==> src/hw/rtl/tpe_pkg.sv <==
`timescale 1ns / 1ps
// ----------------------------------------------------------------------------
// Triangle plane equation package
// Shared constants and the side payload type for the plane equation pipeline.
// ----------------------------------------------------------------------------
package tpe_pkg;

  localparam int unsigned CoordBitsDefault = 24;
  localparam int unsigned TagBits = 24;
  localparam int unsigned NormBits = 16;
  localparam int unsigned DBits = 25;
  // Edge and cross product widths after optional pre-shift (edges <= 31 bits).
  localparam int unsigned CrossBits = 63;
  localparam int unsigned MagBits = 62;
  localparam int unsigned NMag = 30;      // normalized magnitude width
  localparam int unsigned SumBits = 62;   // sum of three 30-bit squares
  localparam int unsigned LenBits = 31;
  localparam int unsigned QBits = 17;

  typedef struct packed {
    logic [TagBits-1:0] tag;
    logic               nz;
  } tpe_side_t;

endpackage

==> src/hw/rtl/tpe_sqrt_stage.sv <==
`timescale 1ns / 1ps
// ----------------------------------------------------------------------------
// Square root stage
// One registered step of a restoring integer square root, two result bits.
// ----------------------------------------------------------------------------
module tpe_sqrt_stage
  import tpe_pkg::*;
#(
  parameter int unsigned STEP = 0
) (
  input  logic               clk_i,
  input  logic               en_i,
  input  logic [SumBits-1:0] rem_i,
  input  logic [LenBits-1:0] root_i,
  output logic [SumBits-1:0] rem_o,
  output logic [LenBits-1:0] root_o
);
  localparam int unsigned B0 = 2 * (LenBits - 1 - 2 * STEP);
  localparam int unsigned B1 = B0 - 2;

  logic [SumBits+1:0] rem_a, rem_b, trial_a, trial_b;
  logic [LenBits-1:0] root_a, root_b;
  logic [SumBits-1:0] rem_d;
  logic [LenBits-1:0] root_d;

  always_comb begin
    rem_a = {2'b0, rem_i};
    trial_a = ({3'b0, root_i} << (B0 / 2 + 1)) | ((SumBits + 2)'(1) << B0);
    root_a = root_i;
    if (rem_a >= trial_a) begin
      rem_a = rem_a - trial_a;
      root_a = root_i | (LenBits'(1) << (B0 / 2));
    end
    rem_b = rem_a;
    trial_b = ({3'b0, root_a} << (B1 / 2 + 1)) | ((SumBits + 2)'(1) << B1);
    root_b = root_a;
    if (rem_b >= trial_b) begin
      rem_b = rem_b - trial_b;
      root_b = root_a | (LenBits'(1) << (B1 / 2));
    end
    rem_d = rem_b[SumBits-1:0];
    root_d = root_b;
  end

  always_ff @(posedge clk_i) begin
    if (en_i) begin
      rem_o <= rem_d;
      root_o <= root_d;
    end
  end
endmodule

==> config.mk <==
export PLATFORM = sky130hd
export DESIGN_NAME = tpe_sqrt_stage
export DESIGN_NICKNAME = d
export VERILOG_FILES = /design/src/hw/rtl/tpe_pkg.sv /design/src/hw/rtl/tpe_sqrt_stage.sv
export SDC_FILE = /design/constraint.sdc
export NUM_CORES = 1
export LEC_CHECK = 0
export ABC_AREA = 1
export BUFFER_PORTS_ARGS = -buffer_cell sky130_fd_sc_hd__buf_4
export CORE_UTILIZATION = 55
export DETAILED_ROUTE_END_ITERATION = 16
export MAX_ROUTING_LAYER = met4
export PLACE_DENSITY = 0.9
export SYNTH_ARGS = -nofsm -noshare
export SYNTH_HDL_FRONTEND = slang
export SYNTH_SLANG_ARGS = --single-unit
==> constraint.sdc <==
create_clock -name clk_i -period 7.1 [get_ports clk_i]
set_input_delay 0.71 -clock clk_i [delete_from_list [all_inputs] [get_ports clk_i]]
set_output_delay 0.71 -clock clk_i [all_outputs]
set_load 0.05 [all_outputs]
== Word level (Yosys, flattened, before mapping) ==
Index checks and enable logic that the tools add are counted.
Storage, ports and cells
  bits in latches: 0
  output and inout port bits: 93
  register bits: 93
  memories kept: 0
  ROM bits: 0
  bits in writable memories: 0
Cells by class
  shift operators: 0
  order comparisons: 2
  mux-type cells: 3
  multipliers: 0
  reductions and logical operators: 0
  eq/ne operators: 0
  divide/modulo/power cells: 0
  $add $sub $neg: 2
  bitwise operators: 0
Operators by type and width (number)
  64-bit by 61-bit >= comparator with 1-bit output: 1
  64-bit 2-to-1 mux: 1
  62-bit by 62-bit subtractor with 63-bit output: 1
  62-bit >= comparator: 1
  62-bit 2-to-1 mux: 1
  62-bit by 61-bit subtractor with 62-bit output: 1
  31-bit 2-to-1 mux: 1

== Logic depth before layout (Yosys ltp) ==
  depth in word-level cells: 4
  depth in mapped cells: 36

== Least setup slack after synthesis ==
OpenSTA, ideal clock, no wires.
  kind: input to register
  start point: in rem_i[31]
  end point: reg rem_o[52] (data pin)
  arrival: 4.325 ns
  stages: 28
  required time: 6.848 ns
  path slack: 2.523 ns
  library setup time: 0.252 ns
  path through: inv_1 -> ha_1 -> inv_1 -> fa_1 -> nand3_1 -> nand2_1 -> nand2_1 -> nand2_2 -> nand2_1 -> nand2_1 -> nand2_1 -> nand3_2 -> buf_2 -> buf_2 -> nand2_1 -> o21ai_0 -> fa_1 -> nand3_1 -> nand2_1 -> a21oi_1 -> o21ai_0 -> a21boi_0 -> o21ai_0 -> nand3_1 -> nand2_1 -> xor2_1 -> nand2_1 -> nand2_1
On the way
  word-level cells in the longest chain between the ends: 4
  elaborated cells on any way between the ends: 7
  those cells by class: add/sub (2); order compare (2); mux (3)
RTL lines
  start: declaration: line tpe_sqrt_stage.sv:13  | input logic [SumBits-1:0] rem_i,
  62-bit by 62-bit subtractor with 63-bit output or 62-bit >= comparator (tied branches): line tpe_sqrt_stage.sv:31, tpe_sqrt_stage.sv:30
  64-bit 2-to-1 mux or 31-bit 2-to-1 mux (tied branches): line tpe_sqrt_stage.sv:30  | if (rem_a >= trial_a) begin
  62-bit by 61-bit subtractor with 62-bit output or 64-bit by 61-bit >= comparator with 1-bit output (tied branches): line tpe_sqrt_stage.sv:38, tpe_sqrt_stage.sv:37
  62-bit 2-to-1 mux (*): line tpe_sqrt_stage.sv:37  | if (rem_b >= trial_b) begin
  named net rem_b[52]: line tpe_sqrt_stage.sv:21  | logic [SumBits+1:0] rem_a, rem_b, trial_a, trial_b;
  end signal: assignment: line tpe_sqrt_stage.sv:47  | rem_o <= rem_d;
  end: declaration: line tpe_sqrt_stage.sv:15  | output logic [SumBits-1:0] rem_o,
Mark *: on every way through the listed nets, which the timed path passes. The rest lies on a longest branch.
A chain may end at the register's enable or synchronous reset.

== Worst setup path after layout ==
  start point: in rem_i[31]
  end point: reg rem_o[44] (data pin)
The elaborated chain is that of the path after synthesis.

==> reports/metrics.yaml <==
run_status:
  outcome: "finished, final reports clean"
die:
  ios: 188
  start_util_pct: 56.42
  dieWidth_um: 118.6
  core_um2: 13240
  die_h_um: 118.6
  die-area_um2: 14060
  rows: 42
pwr:
  seqPwrFrac_pct: 30.6
  p_per_area_nw_per_um2: 257.3
  clkPwrFrac_pct: 23.2
  p_sw_uw: 996.7
  comb_power_share_pct: 46.3
  ir_drop_uv: 110.1
  sw_frac_of_total_pct: 41.35
  p_leak_nw: 4.675
  intPower_mw: 1.414
timing:
  max_slew_margin_pct: 50.14
  fin_crit_sh_pct: 78.76
  final_max_slew_viol_count: 0
  fmax_ghz: 0.1788
  tightest_slew_ps: 747.8
  hold_violations: 0
  setup_violations: 0
  post-route-min-period_ps: 5592
  finalSetupTns_ps: 0
  rsz0062_at_grt: "no"
  setup_ws_ps: 1508
place:
  hpwlAfterDp_um: 17840
  place_congestion: 0.9734
  place_area_um2: 9025
  portBuffers: 187
  dpl_worst_slack_ps: 1262
worst_hold_path:
  hold_path_startpoint: "root_i[14]"
  whs_path_depth: 1
  min_path_type: "primary input to flop"
  min_delay_worst_endpoint: "root_o[14]"
synthesis:
  synth_top_area_share_pct: 37.37
  avgSynthCellArea_um2: 7.640
  seq_area_frac_synth_pct: 37.37
  syn_nets: 1135
  netlist_area_um2: 7472
  ys.flop_type: "edfxtp_1"
  syn-instance-count: 978
  yosys_warnings: 0
  synth_area_leaders: "edfxtp_1, nand2_1, ha_1"
  synth-edff-count: 93
  async_flop_share_pct: 0
  synth_cell_types: 40
  synth-seq-cells: 93
  yosys.area.top_type: "edfxtp_1"
clocking:
  tritoncts: "yes"
  cts_buffers: 9
  ctsResizeCount: 0
  path_clk_slew_ps: 70
  cts.sinks: 93
  cts_root_buf: "clkbuf_16"
  htreeDepth: 3
  cts_hold_buf: 0
  clockBufferDepth: 2
  postCtsSetupRepairBufs: 0
drt:
  viasPerCell: 5.542
  post_drt_wl_per_cell_um: 16.08
  postRouteAntennaNets: 0
  drtPass1Iterations: 7
  vias: 7459
  wl_um: 21650
  drt_iter0_drc: 690
  drc: 0
setup_path:
  critical_path.max_stage_delay_ps: 430
  cp_slowest_cell: "ha_1"
  path_class: "primary input to flop"
  crit_arrival_ps: 5810
  crit_required_ps: 7320
  worst_path_most_repeated_cell: "nand2_1"
  cp-end-kind: "flop"
  startpoint_type: "primary input"
  cp_max_fo: 33
grt:
  grt_max_degree: 63
  overflow: 0
  antenna_found_initial: 0
  grt_pass1_wl_um: 34020
  grt_usage_pct: 32.11
  grt_pass1_vias: 6907
flow_run:
  drv_cap: 0
layout:
  diodes: 0
  nets: 1322
  area_growth_pct: 25.40
  final_area_um2: 9370
  layout-drive-gt1-share_pct: 19.49
  fin_util_pct: 70.76
## placed cells by master (no fill, tap or decap), types with 3 or more instances in the layout
master	instances
buf_4	192
a21boi_0	4
ha_1	60
a21o_1	8
nand3_1	57
clkbuf_16	9
xor2_1	31
inv_1	132
bufinv_16	3
nor3_1	13
nor2_1	71
o21ai_0	48
nand4_1	10
nand3_2	5
nand2_2	6
nor4_1	4
nor2_2	3
nand2_1	295
a21oi_1	59
a31oi_1	8
xnor2_1	19
edfxtp_1	93
o21bai_1	11
## Yosys cell counts (3+ instances only)
cell,instances
nand2_2,6
nor4_1,4
buf_2,3
nand3_1,57
clkbuf_1,4
a21oi_1,59
xnor2_1,19
edfxtp_1,93
ha_1,60
o21bai_1,11
a31oi_1,8
xor2_1,31
nand3_2,5
nor2_1,71
nand2_1,295
nand4_1,10
o21ai_0,48
buf_6,3
buf_4,6
a21boi_0,4
nor3_1,13
nor2_2,3
a21o_1,8
inv_1,132
## power by group through the flow
| stage | logic [mW] | clock network (mW) | registers [mW] |
|---|---|---|---|
| after floorplan | 0.506 | 0 | 1.03 |
| after global placement | 1.08 | 0 | 0.747 |
| after detailed placement | 1.10 | 0 | 0.749 |
| after CTS | 1.10 | 0.564 | 0.738 |
| after global routing | 1.20 | 0.585 | 0.742 |
| final | 1.12 | 0.558 | 0.736 |
## stage by stage
stage	hold slack (ps)	cells	total power, mW
global route	530.1	1346	2.525
CTS	527.9	1346	2.402
global placement	897.5	1330	1.827
floorplan	808.9	978	1.534
finish	535.8	1346	2.411
detailed placement	898.4	1330	1.846
## worst max-delay path: cells and delay by family
family                   cells  cell delay [ps]
adder cells (fa/ha/maj)      3             1000
buffers and inverters        6              910
AND/OR/NAND/NOR             21             2980
AO/OA/AOI/OAI                1              170
## worst max path at each step
stage	startpoint	endpoint	slack, ps
after floorplan	rem_i[31]	rem_o[52]	2520
after detailed placement	rem_i[31]	rem_o[44]	1260
after global routing	rem_i[31]	rem_o[53]	1080
final	rem_i[31]	rem_o[44]	1510
after CTS	rem_i[31]	rem_o[44]	1600
after global placement	rem_i[31]	rem_o[59]	1430
## per-layer routing
metal / wire length, µm / up-vias / GRT usage [%] / share of wire, %
met4: 620 / 0 / 11.47 / 2.9
met3: 1993 / 48 / 6.129 / 9.2
met2: 10010 / 409 / 50.40 / 46
met5: 0 / - / - / 0
met1: 9024 / 3376 / 41.47 / 42
li1: - / 3626 / - / -
## layout make-up
class	count	area (µm²)
multi-input cells	736	4071
fillers	1085	3872
flip-flops and latches	93	2793
repair buffers	192	1441
inverters	133	499.2
clock buffers	10	229.0
well taps	176	220.2
clock inverters	6	116.4
## flip-flops by register name, summed over array words and instances, names as in the netlist
register  cells
root_o       31
rem_o        62
## logic make-up (layout without fill, tap and decap cells)
family	count (synthesis)	in the layout	share of synthesized area, %
and+or+nand+nor	475	475	26.81
AOI/OAI and AO/OA	149	149	11.24
buffers and inverters	149	341	8.138
DFF	93	93	37.37
adders and majority gates	62	62	10.58
xor gates and xnor gates	50	50	5.861
Power figures use the tool's default switching activity.
