### src/hw/rtl/tpe_pkg.sv
`timescale 1ns / 1ps
// ----------------------------------------------------------------------------
// Triangle plane equation package
// Shared constants and the side payload type for the plane equation pipeline.
// ----------------------------------------------------------------------------
package tpe_pkg;

  localparam int unsigned CoordBitsDefault = 24;
  localparam int unsigned TagBits = 24;
  localparam int unsigned NormBits = 16;
  localparam int unsigned DBits = 25;
  // Edge and cross product widths after optional pre-shift (edges <= 31 bits).
  localparam int unsigned CrossBits = 63;
  localparam int unsigned MagBits = 62;
  localparam int unsigned NMag = 30;      // normalized magnitude width
  localparam int unsigned SumBits = 62;   // sum of three 30-bit squares
  localparam int unsigned LenBits = 31;
  localparam int unsigned QBits = 17;

  typedef struct packed {
    logic [TagBits-1:0] tag;
    logic               nz;
  } tpe_side_t;

endpackage

### src/hw/rtl/tpe_div_stage.sv
`timescale 1ns / 1ps
// ----------------------------------------------------------------------------
// Divider stage
// One registered restoring division step for three quotients sharing a divisor.
// ----------------------------------------------------------------------------
module tpe_div_stage
  import tpe_pkg::*;
#(
  parameter int unsigned BIT = 0
) (
  input  logic                 clk_i,
  input  logic                 en_i,
  input  logic [LenBits+1:0]   div_i,
  input  logic [3*48-1:0]      rem_i,
  input  logic [3*QBits-1:0]   q_i,
  output logic [3*48-1:0]      rem_o,
  output logic [3*QBits-1:0]   q_o
);
  logic [3*48-1:0]    rem_d;
  logic [3*QBits-1:0] q_d;
  logic [47:0]        sh;

  always_comb begin
    rem_d = rem_i;
    q_d = q_i;
    sh = 48'(div_i) << BIT;
    for (int k = 0; k < 3; k++) begin
      if (rem_i[k*48 +: 48] >= sh) begin
        rem_d[k*48 +: 48] = rem_i[k*48 +: 48] - sh;
        q_d[k*QBits + BIT] = 1'b1;
      end
    end
  end

  always_ff @(posedge clk_i) begin
    if (en_i) begin
      rem_o <= rem_d;
      q_o <= q_d;
    end
  end
endmodule

### config.mk
export PLATFORM = sky130hd
export DESIGN_NAME = tpe_div_stage
export DESIGN_NICKNAME = d
export VERILOG_FILES = /design/src/hw/rtl/tpe_pkg.sv /design/src/hw/rtl/tpe_div_stage.sv
export SDC_FILE = /design/constraint.sdc
export NUM_CORES = 1
export LEC_CHECK = 0
export BUFFER_PORTS_ARGS = -buffer_cell sky130_fd_sc_hd__buf_2
export CORE_MARGIN = 2
export CORE_UTILIZATION = 40
export CTS_CLUSTER_SIZE = 30
export DETAILED_ROUTE_END_ITERATION = 10
export REMOVE_ABC_BUFFERS = 1
export SLEW_MARGIN = 15
export SYNTH_ARGS = -nofsm -noshare
export SYNTH_HDL_FRONTEND = slang
export SYNTH_SLANG_ARGS = --single-unit
export TNS_END_PERCENT = 1
### constraint.sdc
create_clock -name clk_i -period 6.6 [get_ports clk_i]
set_input_delay 1.32 -clock clk_i [delete_from_list [all_inputs] [get_ports clk_i]]
set_output_delay 1.32 -clock clk_i [all_outputs]
set_load 0.03 [all_outputs]
# Yosys cells after proc, flatten, opt, wreduce, memory -nomap -nowiden
# Index checks and enable logic that the tools add are counted.
# Widths: inputs -> output; s select.
dict set report classes {
  magnitude_cmp 3
  add_sub_neg 3
  muxes 3
}
# op n
set op_table {}
lappend op_table {{$ge 48x33->1} 3}
lappend op_table {{$mux 48} 3}
lappend op_table {{$sub 48x33->48} 3}
dict set report word_totals {
  regBits 195
  out_inout_bits 195
  elab_cells 14
}

# Depth between registers and ports, before layout
# Gate-level depths: netlist of the first run.
dict set report depth {
  word_depth 2
  depth_mapped 13
  ltp_nobuf 12
}

# Least setup slack after synthesis of the first run
# Ideal clock, no wire load.
dict set report synth_timing {
  path_type {input to register}
  startpoint {input rem_i[129]}
  endpoint {register rem_o[134], data pin}
  path_stages 11
  required_time_ps 6329
  setup_ps 271
  slack_ps 2264
  t_arrival_ps 4065
  cell_sequence {clkbuf_1 > or4_4 > or4_4 > or4_1 > or2_1 > a2111o_1 > nor2_2 > buf_4 > or2_4 > nor4_1 > xor2_1}
}
dict set report synth_via {
  elab_chain_len 2
  word_cells_on_any_way 3
  cone_classes {1 x add/sub; 1 x order compare; 1 x mux}
}
# element line
set synth_lines {}
lappend synth_lines {{start, declared} tpe_div_stage.sv:14} ;# input logic [3*48-1:0] rem_i,
lappend synth_lines {{$sub 48x33->48 / $ge 48x33->1 (equally long branches)} {tpe_div_stage.sv:29, tpe_div_stage.sv:28}}
lappend synth_lines {{$mux 48 *} tpe_div_stage.sv:28} ;# if (rem_i[k*48 +: 48] >= sh) begin
lappend synth_lines {{net rem_d[134]} tpe_div_stage.sv:19} ;# logic [3*48-1:0] rem_d;
lappend synth_lines {{end signal, assigned} tpe_div_stage.sv:37} ;# rem_o <= rem_d;
lappend synth_lines {{end, declared} tpe_div_stage.sv:16} ;# output logic [3*48-1:0] rem_o,
# Mark *: on every way through the listed nets, which the timed path passes. The rest lies on a longest branch.
# A chain may end at the register's enable or synchronous reset.

# Worst setup path after layout of the first run
dict set report layout_timing {
  startpoint {input rem_i[130]}
  endpoint {register rem_o[124], data pin}
}
dict set report layout_via {
  elab_chain_len 2
}
# element line
set layout_lines {}
lappend layout_lines {{$ge 48x33->1} tpe_div_stage.sv:28}
lappend layout_lines {{$mux 48} tpe_div_stage.sv:28}
lappend layout_lines {{net rem_d[124]} tpe_div_stage.sv:19}
# The timed path passes the listed nets, and every way through them passes these cells.

==> metrics.md, run 1 <==
| Metric | Value |
|---|---|
| Dpl hpwl | between 30000 and 40000 um |
| FFs w/ async S/R, synth | 0% |
| Final worst-path cycle share | between 60% and 70% |
| Worst path buffer plus inverter count | 2 |
| Area of the core | ~34000 um2 |
| Root buf cell | clkbuf_16 |
| Initial antenna violation count | 9 |
| Rel. slew slack | between 40% and 50% |
| Crit path max-delay cell type | or4_4 |
| Commonest non-fill, non-tap cells in the layout | buf_2 (423), edfxtp_1 (195), nand2_1 (154), a21oi_1 (154), o21ai_0 (121) |
| Total stage count of the critical path | 9 |
| CTS tree | yes |
| Share of layout cells above drive strength 1 | 26.1% |
| Min Tclk post-route | between 4 and 5 ns |
| Status | finished clean |
| EDFF count, synth | around 200 |
| Crit-path max FO | 62 |
| Worst Max-Slew Pin Slew | ~0.9 ns |
| Top delay family on crit path | simple AND/OR/NAND/NOR gates |
| Power density over cell area | between 200 and 250 nW/um2 |
| Clock sink total | 195 |
| Largest net degree at the start of global routing | around 70 |
| Crit path DAT | approximately 4.7 ns |
| Final setup fails | 0 |
| First-pass GRT wire length | ~68000 um |
| Overall power | 4.01 mW |
| Die Y | roughly 190 um |
| Die width | around 190 um |
| Final #Nets | between 2000 and 2500 |
| Max-Cap Viols | 0 |
| Pins Over Slew Limit | 0 |
| CTS clk-pin slew, worst paths | around 0.080 ns |
| Largest stage delay, worst path | 0.54 ns |
| Detail Route Antenna Nets | 0 |
| Total track usage | between 20% and 30% |
| DR vias | 12800 |
| Layout area overhead | 22.9% |
| Critical Path Start Type | input pin |
| Total CTS buffers | 17 |
| Initial drt markers | between 1000 and 1500 |
| Final Hold Violating Endpoints | 0 |
| Post_cts resized | 0 |
| Seq/Total Area, Yosys | 42.8% |
| Critical path data required time | 6.81 ns |
| Hold Path Stages | 1 |
| Peak VDD IR | 0.207 mV |
| Hold_buf cts | 0 |
| Starting Density | 40.7% |
| Max Clock Freq | 224 MHz |
| Rows | 67 |
| CP endpoint kind | flip-flop |
| # fillers | roughly 3200 |
| DRC viols | 0 |
| Drt wl/cell | about 20 um |
| H-tree depth | 4 |
| Die area | 35700 um2 |
| Worst-path cell chain | buf_2 -> or4_4 -> or4_4 -> or4_1 -> or2_1 -> a2111o_1 -> nor2_4 -> buf_4 -> mux2_2 |
| Crit path kind | input pin to flip-flop |
| GP Congestion | ~0.94 |
| Top FF cell, synth | edfxtp_1 |
| CP most frequent cell | or4_4 |
| Pre-antenna DRT Iters | 6 |
| Leak | between 7 and 8 nW |
| Vias in the first global route | ~12000 |
| Yosys reg bits | 195 |
| Synth top area cells | edfxtp_1 (43%), ha_1 (9.0%), a21oi_1 (5.6%) |
| Number of synthesis warnings | 0 |
| Clock tree buffer depth | 2 |
| Synth top area share | 42.8% |
| Post-Syn Area per Cell | 9.45 um2 |
| Final WL | ~45000 um |
| IO Pins | 425 |
| PortBufs | 424 |
| Congestion Overflow GR | 0 |
| RSZ-0062 raised after global routing | no |
| Commonest non-fill, non-tap cell in the layout | buf_2 |
| Util after Layout | roughly 50% |
| Synth cell types | between 60 and 70 |
| Vias per std cell | between 5 and 6 |
| Leading area contributor after synthesis | edfxtp_1 |
| Cells after Synth | ~1400 |
| HP Class | input pin to flip-flop |
| Post CTS Setup Buffer Count | 0 |
| Cell Area, Synth | between 10000 and 15000 um2 |
sequential cells by signal, summed over array words and instances, names as in the netlist:
name	flops
q_o	51
rem_o	144
logic make-up (layout without fill, tap and decap cells):
family,Yosys count,count (layout),synth area share (%)
AND/OR/NAND/NOR,458,458,15.9
AO/OA/AOI/OAI,435,435,19.3
flip-flops,195,195,42.8
XOR/XNOR,129,129,8.25
buffers and inverters,117,524,3.31
adder cells (fa/ha/maj),102,102,9.48
multiplexers,13,13,1.04
other,0,5,0
layer usage:
metal / track usage, % / vias up / share of wire [%]
met5: 0 / - / 0.13
met4: 8.26 / 8 / 2.2
met1: 31.9 / 6072 / 43
li1: - / 6156 / -
met3: 5.25 / 62 / 7.2
met2: 41.2 / 515 / 47
final timing paths:
path / from / slack (ns) / end
setup / recovery: rem_i[130] / 2.14 / rem_o[124]
hold / removal: q_i[37] / 1.03 / q_o[37]
where the power goes:
part           switching (mW)  internal [mW]
logic                   0.894          0.444
clock network           0.533          0.541
registers              0.0425           1.56
cell type report:
class	count	area (um2)	share of cell area, %
flip-flops and latches	195	5860	34.8
clock buffers	18	429	2.55
clock inverters	14	161	0.959
multi-input cells	1137	7410	44.0
well taps	448	561	3.33
inverters	62	233	1.38
diodes	5	12.5	0.0743
repair buffers	430	2180	12.9
cells in the mapped netlist (7+ instances only):
| master | n |
|---|---|
| ha_1 | 99 |
| o21bai_1 | 15 |
| nor4_1 | 12 |
| o31ai_1 | 12 |
| nand2b_1 | 17 |
| mux2_2 | 10 |
| or4_1 | 7 |
| clkbuf_1 | 45 |
| and3_1 | 11 |
| nand4_1 | 22 |
| xnor2_1 | 71 |
| xor2_1 | 58 |
| nand2_1 | 155 |
| nor3_1 | 32 |
| nand3_1 | 35 |
| inv_1 | 62 |
| nor2b_1 | 12 |
| nor2_1 | 112 |
| a31oi_1 | 7 |
| a21oi_1 | 154 |
| o21ai_0 | 121 |
| a211oi_1 | 16 |
| or3_1 | 8 |
| a21o_1 | 36 |
| edfxtp_1 | 195 |
| o21a_1 | 13 |
per-stage QoR:
step,hold WS [ns],TNS (ns),setup slack (ns),cells,area (um2)
after floorplan,1.42,-3.65,-0.333,1394,13500
after global placement,1.50,0,1.76,2272,16200
after detailed placement,1.50,0,1.68,2272,16200
after CTS,1.00,0,2.18,2304,16800
after global routing,1.00,0,1.99,2308,16800
final,1.03,0,2.14,2309,16800
(Power assumes the default switching activity.)
==> run 2: changes to the inputs <==
--- a/config.mk
+++ b/config.mk
@@ -10,6 +10,7 @@
 export CORE_UTILIZATION = 40
 export CTS_CLUSTER_SIZE = 30
 export DETAILED_ROUTE_END_ITERATION = 10
+export PLACE_DENSITY = 0.67
 export REMOVE_ABC_BUFFERS = 1
 export SLEW_MARGIN = 15
 export SYNTH_ARGS = -nofsm -noshare
==> constraint.sdc (replaced) <==
create_clock -name clk_i -period 4 [get_ports clk_i]
set_input_delay 0.8 -clock clk_i [delete_from_list [all_inputs] [get_ports clk_i]]
set_output_delay 0.8 -clock clk_i [all_outputs]
set_load 0.03 [all_outputs]
==> run 2 against run 1 <==
Effect of this change: routed wire length shrank 0.85%; global-route usage shrank 0.13 points; cell area grew 4.5%; power grew 66%; critical path depth grew 2; count of clock-buffer cells in the layout is the same; first-iteration DRC count shrank 6.2%; critical path type unchanged; largest power group unchanged; highest routed layer unchanged.
==> metrics.md, run 2 (same netlist as run 1, synthesis figures left out) <==
| Metric | Value |
|---|---|
| Min Tclk post-route | roughly 3.6 ns |
| Leak | 7.63 nW (+6.5%) |
| Sw power | 2.45 mW (+67%) |
| Die width | 189 um (unchanged) |
| Final Hold Violating Endpoints | 0 (unchanged) |
| Commonest non-fill, non-tap cell in the layout | buf_2 |
| Cell Int Power | 4.22 mW (+66%) |
| CTS clk-pin slew, worst paths | 0.08 ns (about the same) |
| HP Class | input pin to flip-flop |
| Initial drt markers | 1052 (-6.2%) |
| Pre-antenna DRT Iters | 5 (-1) |
| Switching fraction of total power | 36.7% (+0.095 points) |
| Layout area overhead | 28.4% |
| Crit path DAT | 3.77 ns (-0.90 ns) |
| Biggest regs | rem_o x144, q_o x51 |
| Power density over cell area | 379 nW/um2 (+59%) |
| Vias in the first global route | 12700 (+3.6%) |
| Reg power frac | 39.7% (-0.2 points) |
| Share of layout cells above drive strength 1 | 29.7% (+3.5 points) |
| Clock tree buffer depth | 2 (unchanged) |
| Highest metal used | met5 |
| Root buf cell | clkbuf_16 |
| Rel. slew slack | 57.3% (+17 points) |
| # fillers | 3166 (-1.0%) |
| Initial antenna violation count | 7 (-2) |
| H-tree depth | 4 (unchanged) |
| Hold_buf cts | 0 (unchanged) |
| Max Clock Freq | approximately 280 MHz |
| Drt wl/cell | 18.7 um (-4.6%) |
| Rows | 67 (unchanged) |
| Starting Density | 40.7% (unchanged) |
| PortBufs | 424 (unchanged) |
| Crit path kind | input pin to flip-flop |
| Final cell count without fillers | 2400 (+3.9%) |
| Dpl hpwl | 36900 um (+1.1%) |
| DRC viols | 0 (unchanged) |
| Dpl ws | -0.0641 ns (-1.74 ns) |
| Crit path to | rem_o[142] |
| Metal1 wirelength | 19500 um (+0.12%) |
| First-pass GRT wire length | 68200 um (+0.24%) |
| IO Pins | 425 (unchanged) |
| Detail Route Antenna Nets | 0 (unchanged) |
| Final setup fails | 0 (unchanged) |
| Largest net degree at the start of global routing | 75 (+10%) |
| Total track usage | 24.6% (-0.13 points) |
| Vias per std cell | 5.40 (-2.7%) |
| Reg with most FFs | rem_o |
| Max-Cap Viols | 0 (unchanged) |
| Peak VDD IR | 0.329 mV (+58%) |
| RSZ-0062 raised after global routing | no |
| Total CTS buffers | 17 (unchanged) |
| Met2 routed WL | 21500 um (-0.10%) |
| Post_cts resized | 0 (unchanged) |
| Crit-path max FO | 15 (-76%) |
| Inst Count DP | 2364 (+4.0%) |
| Commonest non-fill, non-tap cells in the layout | buf_2 (423), edfxtp_1 (195), nand2_1 (154), a21oi_1 (154), o21ai_0 (121) |
| Max FFs per register | 144 (unchanged) |
| Area of the core | 33600 um2 (unchanged) |
| Clk pwr share | 25.8% (-0.9 points) |
| Final worst-path cycle share | between 80% and 90% |
| Clock sink total | 195 (unchanged) |
| Launch point of the worst path | rem_i[132] |
| Final WS setup | 0.427 ns (-1.71 ns) |
| Die area | 35700 um2 (unchanged) |
| CTS tree | yes |
| DR WL met3 | 2690 um (-18%) |
| Final #Nets | 2267 (+4.2%) |
| Congestion Overflow GR | 0 (unchanged) |
| Overall power | 6.67 mW (+66%) |
| Pins Over Slew Limit | 0 (unchanged) |
| Worst Max-Slew Pin Slew | 0.636 ns (-0.258 ns) |
| Final WL | 44900 um (-0.85%) |
| DR vias | 13000 (+1.1%) |
| CP endpoint kind | flip-flop |
| Status | finished clean |
| Critical Path Start Type | input pin |
| GP Congestion | 0.943 (+0.49%) |
| Post CTS Setup Buffer Count | 0 (unchanged) |
| Critical path data required time | 4.20 ns (-2.61 ns) |
| Gate power share | 34.5% (+1.2 points) |
| Die Y | 189 um (unchanged) |
## run 2: cell count changes in the layout (fill, tap and decap cells not counted)
cell | previous run | this run
buf_4 | 6 | 91
buf_12 | 0 | 7
inv_6 | 5 | 2
clkinv_2 | 0 | 2
inv_8 | 3 | 5
bufinv_16 | 1 | 0
clkinv_1 | 1 | 0
clkinv_4 | 2 | 3
diode_2 | 5 | 4
## run 2: final cells by class
cell class | count | area [um2] | share of cell area (%)
antenna | 4 | 10.0 | 0.0569
clock buffer | 18 | 429 | 2.44
clock inverter | 14 | 143 | 0.811
inverter | 62 | 233 | 1.32
multi-input combinational | 1137 | 7410 | 42.1
sequential | 195 | 5860 | 33.3
tap | 448 | 561 | 3.19
timing repair buffer | 522 | 2950 | 16.8
## run 2: worst max-delay path, stage by stage
cell and delay, ns:
buf_2 0.11, or4_4 0.53, or4_4 0.43, or4_1 0.51
or2_1 0.25, a2111o_1 0.43, nor2_4 0.11, buf_4 0.20
or2_4 0.16, nor3_1 0.05, xor2_1 0.18
## run 2: metal layers
layer	vias up	GRT usage (%)
met5	-	0
met4	6	7.96
li1	6333	-
met2	505	41.9
met1	6040	31.5
met3	70	4.47
## run 2: per-stage QoR
step | setup TNS [ns] | util (%) | cell area [um2] | hold WS (ns)
3_3_place_gp | -0.118 | 50.6 | 17000 | 0.976
2_1_floorplan | -136.57 | - | 13500 | 0.899
4_1_cts | 0 | 52.3 | 17600 | 0.493
5_1_grt | 0 | 52.3 | 17600 | 0.486
3_5_place_dp | -0.412 | 50.6 | 17000 | 0.978
6_report | 0 | 52.3 | 17600 | 0.515
## run 2: power by group through the flow
stage | Clock [mW] | Combinational [mW] | Sequential, mW
finish | 1.72 | 2.30 | 2.65
global route | 1.84 | 2.49 | 2.67
CTS | 1.77 | 2.30 | 2.65
detailed placement | 0 | 2.28 | 2.69
global placement | 0 | 2.27 | 2.69
floorplan | 0 | 0.932 | 3.21
## run 2: how the worst min path moves through the flow
stage          startpoint  depth (start not counted)  slack (ns)       to
6_report          q_i[18]                          1        0.51  q_o[18]
5_1_grt           q_i[37]                          1        0.49  q_o[37]
4_1_cts           q_i[16]                          1        0.49  q_o[16]
3_5_place_dp      q_i[16]                          1        0.98  q_o[16]
3_3_place_gp      q_i[45]                          1        0.98  q_o[45]
2_1_floorplan     q_i[10]                          0        0.90  q_o[10]
==> run 3: changes to the inputs <==
--- a/config.mk
+++ b/config.mk
@@ -10,7 +10,6 @@
 export CORE_UTILIZATION = 40
 export CTS_CLUSTER_SIZE = 30
 export DETAILED_ROUTE_END_ITERATION = 10
-export PLACE_DENSITY = 0.67
 export REMOVE_ABC_BUFFERS = 1
 export SLEW_MARGIN = 15
 export SYNTH_ARGS = -nofsm -noshare
==> constraint.sdc (replaced) <==
create_clock -name clk_i -period 4.1 [get_ports clk_i]
set_input_delay 0.82 -clock clk_i [delete_from_list [all_inputs] [get_ports clk_i]]
set_output_delay 0.82 -clock clk_i [all_outputs]
set_load 0.03 [all_outputs]
==> run 3 against run 2 <==
Effect of this change: routed wire length increased by 1.9%; non-clock buffer count down 18; critical endpoint is now rem_o[95]; combinational power shrank 3%; sequential share of layout area rose by 0.25 points; worst hold slack improved by 0.016 ns; critical path type unchanged; die area stayed put; largest cell class unchanged.
==> metrics.md, run 3 (same netlist as run 1, synthesis figures left out) <==
| Metric | Value |
|---|---|
| Commonest non-fill, non-tap cells in the layout | buf_2 (423), edfxtp_1 (195), nand2_1 (154), a21oi_1 (154), o21ai_0 (121) |
| Largest net degree at the start of global routing | 78 (+4.0%) |
| Final WL | 45800 um (+1.9%) |
| Status | finished clean |
| Worst-path cell chain | buf_2 -> inv_1 -> ha_1 -> nand4_1 -> or4_1 -> a211oi_1 -> o31ai_1 -> a21oi_1 -> and3_1 -> nand3_1 -> xnor2_1 |
| Peak VDD IR | 0.315 mV (-4.0%) |
| First-pass GRT wire length | 69600 um (+2.1%) |
| RSZ-0062 raised after global routing | no |
| Crit path kind | input pin to flip-flop |
| Clock tree buffer depth | 2 (unchanged) |
| Pre-antenna DRT Iters | 5 (unchanged) |
| Root buf cell | clkbuf_16 |
| H-tree depth | 4 (unchanged) |
| Vias per std cell | 5.41 (+0.27%) |
| Final setup fails | 0 (unchanged) |
| Total track usage | 25.2% (+0.65 points) |
| Hold_ws | 0.531 ns (+0.0160 ns) |
| Rows | 67 (unchanged) |
| CP endpoint kind | flip-flop |
| Clock sink total | 195 (unchanged) |
| Total CTS buffers | 17 (unchanged) |
| HP Class | input pin to flip-flop |
| Detail Route Antenna Nets | 0 (unchanged) |
| Die Y | 189 um (unchanged) |
| Crit path max-delay cell type | or4_1 |
| Fin Setup TNS | 0 ns (unchanged) |
| Final Hold Violating Endpoints | 0 (unchanged) |
| Initial antenna violation count | 13 (+6) |
| Critical path data required time | 4.32 ns (+0.12 ns) |
| Layout area overhead | 27.5% |
| Worst Max-Slew Pin Slew | 0.711 ns (+0.0750 ns) |
| Met1 usage | 32.5% (+0.97 points) |
| Vias in the first global route | 12800 (+0.45%) |
| GP Congestion | 0.913 (-3.2%) |
| Starting Density | 40.7% (unchanged) |
| Worst path buffer plus inverter count | 2 (unchanged) |
| Max FFs per register | 144 (unchanged) |
| GR peak layer | met2 |
| Met3 Use GR | 4.69% (+0.22 points) |
| Pins Over Slew Limit | 0 (unchanged) |
| CTS tree | yes |
| Drt wl/cell | 19.2 um (+2.5%) |
| CTS clk-pin slew, worst paths | 0.08 ns (about the same) |
| Reg with most FFs | rem_o |
| Power density over cell area | 375 nW/um2 (-1.0%) |
| Final #Nets | 2249 (-0.79%) |
| Dpl hpwl | 37600 um (+2.1%) |
| Die width | 189 um (unchanged) |
| Biggest regs | rem_o x144, q_o x51 |
| Crit-path max FO | 7 (-8) |
| GR Util met2 | 42.1% (+0.20 points) |
| Overall power | 6.55 mW (-1.8%) |
| Hold Path Stages | 1 (unchanged) |
| IO Pins | 425 (unchanged) |
| Hold_buf cts | 0 (unchanged) |
| Share of layout cells above drive strength 1 | 29.0% (-0.71 points) |
| Commonest non-fill, non-tap cell in the layout | buf_2 |
| Largest stage delay, worst path | 0.67 ns (+0.14 ns) |
| Post_cts resized | 0 (unchanged) |
| Post CTS Setup Buffer Count | 0 (unchanged) |
| Max-Cap Viols | 0 (unchanged) |
| Final worst-path cycle share | just over 90% |
| DR vias | 12900 (-0.27%) |
| Area of the core | 33600 um2 (unchanged) |
| Congestion Overflow GR | 0 (unchanged) |
| PortBufs | 424 (unchanged) |
| Leak | 7.54 nW (-1.1%) |
| DRC viols | 0 (unchanged) |
| Die area | 35700 um2 (unchanged) |
| Util after Layout | 51.9% (-0.38 points) |
| Initial drt markers | 897 (-15%) |
| Top delay family on crit path | simple AND/OR/NAND/NOR gates |
| Min Tclk post-route | around 3.7 ns |
| Rel. slew slack | 52.6% (-4.6 points) |
| Max Clock Freq | between 200 and 300 MHz |
| Total stage count of the critical path | 11 (unchanged) |
| Crit path DAT | 3.95 ns (+0.18 ns) |
| Critical Path Start Type | input pin |
run 3: cell type report:
class	instances	area, um2
well taps	448	561
repair buffers	504	2790
clock buffers	18	429
inverters	62	233
multi-input cells	1137	7410
clock inverters	14	161
diodes	9	22.5
fillers	3167	16200
flip-flops and latches	195	5860
run 3: power by group:
| group | internal, mW | switching [mW] |
|---|---|---|
| combinational | 0.784 | 1.45 |
| clock | 0.873 | 0.857 |
| sequential | 2.51 | 0.0739 |
run 3: worst paths after layout:
check                      from         to  slack, ns
worst max-delay path  div_i[29]  rem_o[95]       0.37
worst min-delay path    q_i[18]    q_o[18]       0.53
run 3: per-layer routing:
layer / vias to the layer above / part of all wire (%) / routed length [um]
li1: 6322 / - / -
met1: 6069 / 43 / 19900
met2: 452 / 48 / 21800
met3: 70 / 6.2 / 2830
met4: 6 / 2.6 / 1210
met5: - / 0.083 / 38
run 3: stage by stage:
step                      setup WS (ns)  std cells  cell area (um2)
after global routing              0.264       2386            17500
after floorplan                   -2.33       1394            13500
after global placement          -0.0812       2346            16800
final                             0.374       2387            17500
after CTS                         0.442       2378            17400
after detailed placement        -0.0279       2346            16800
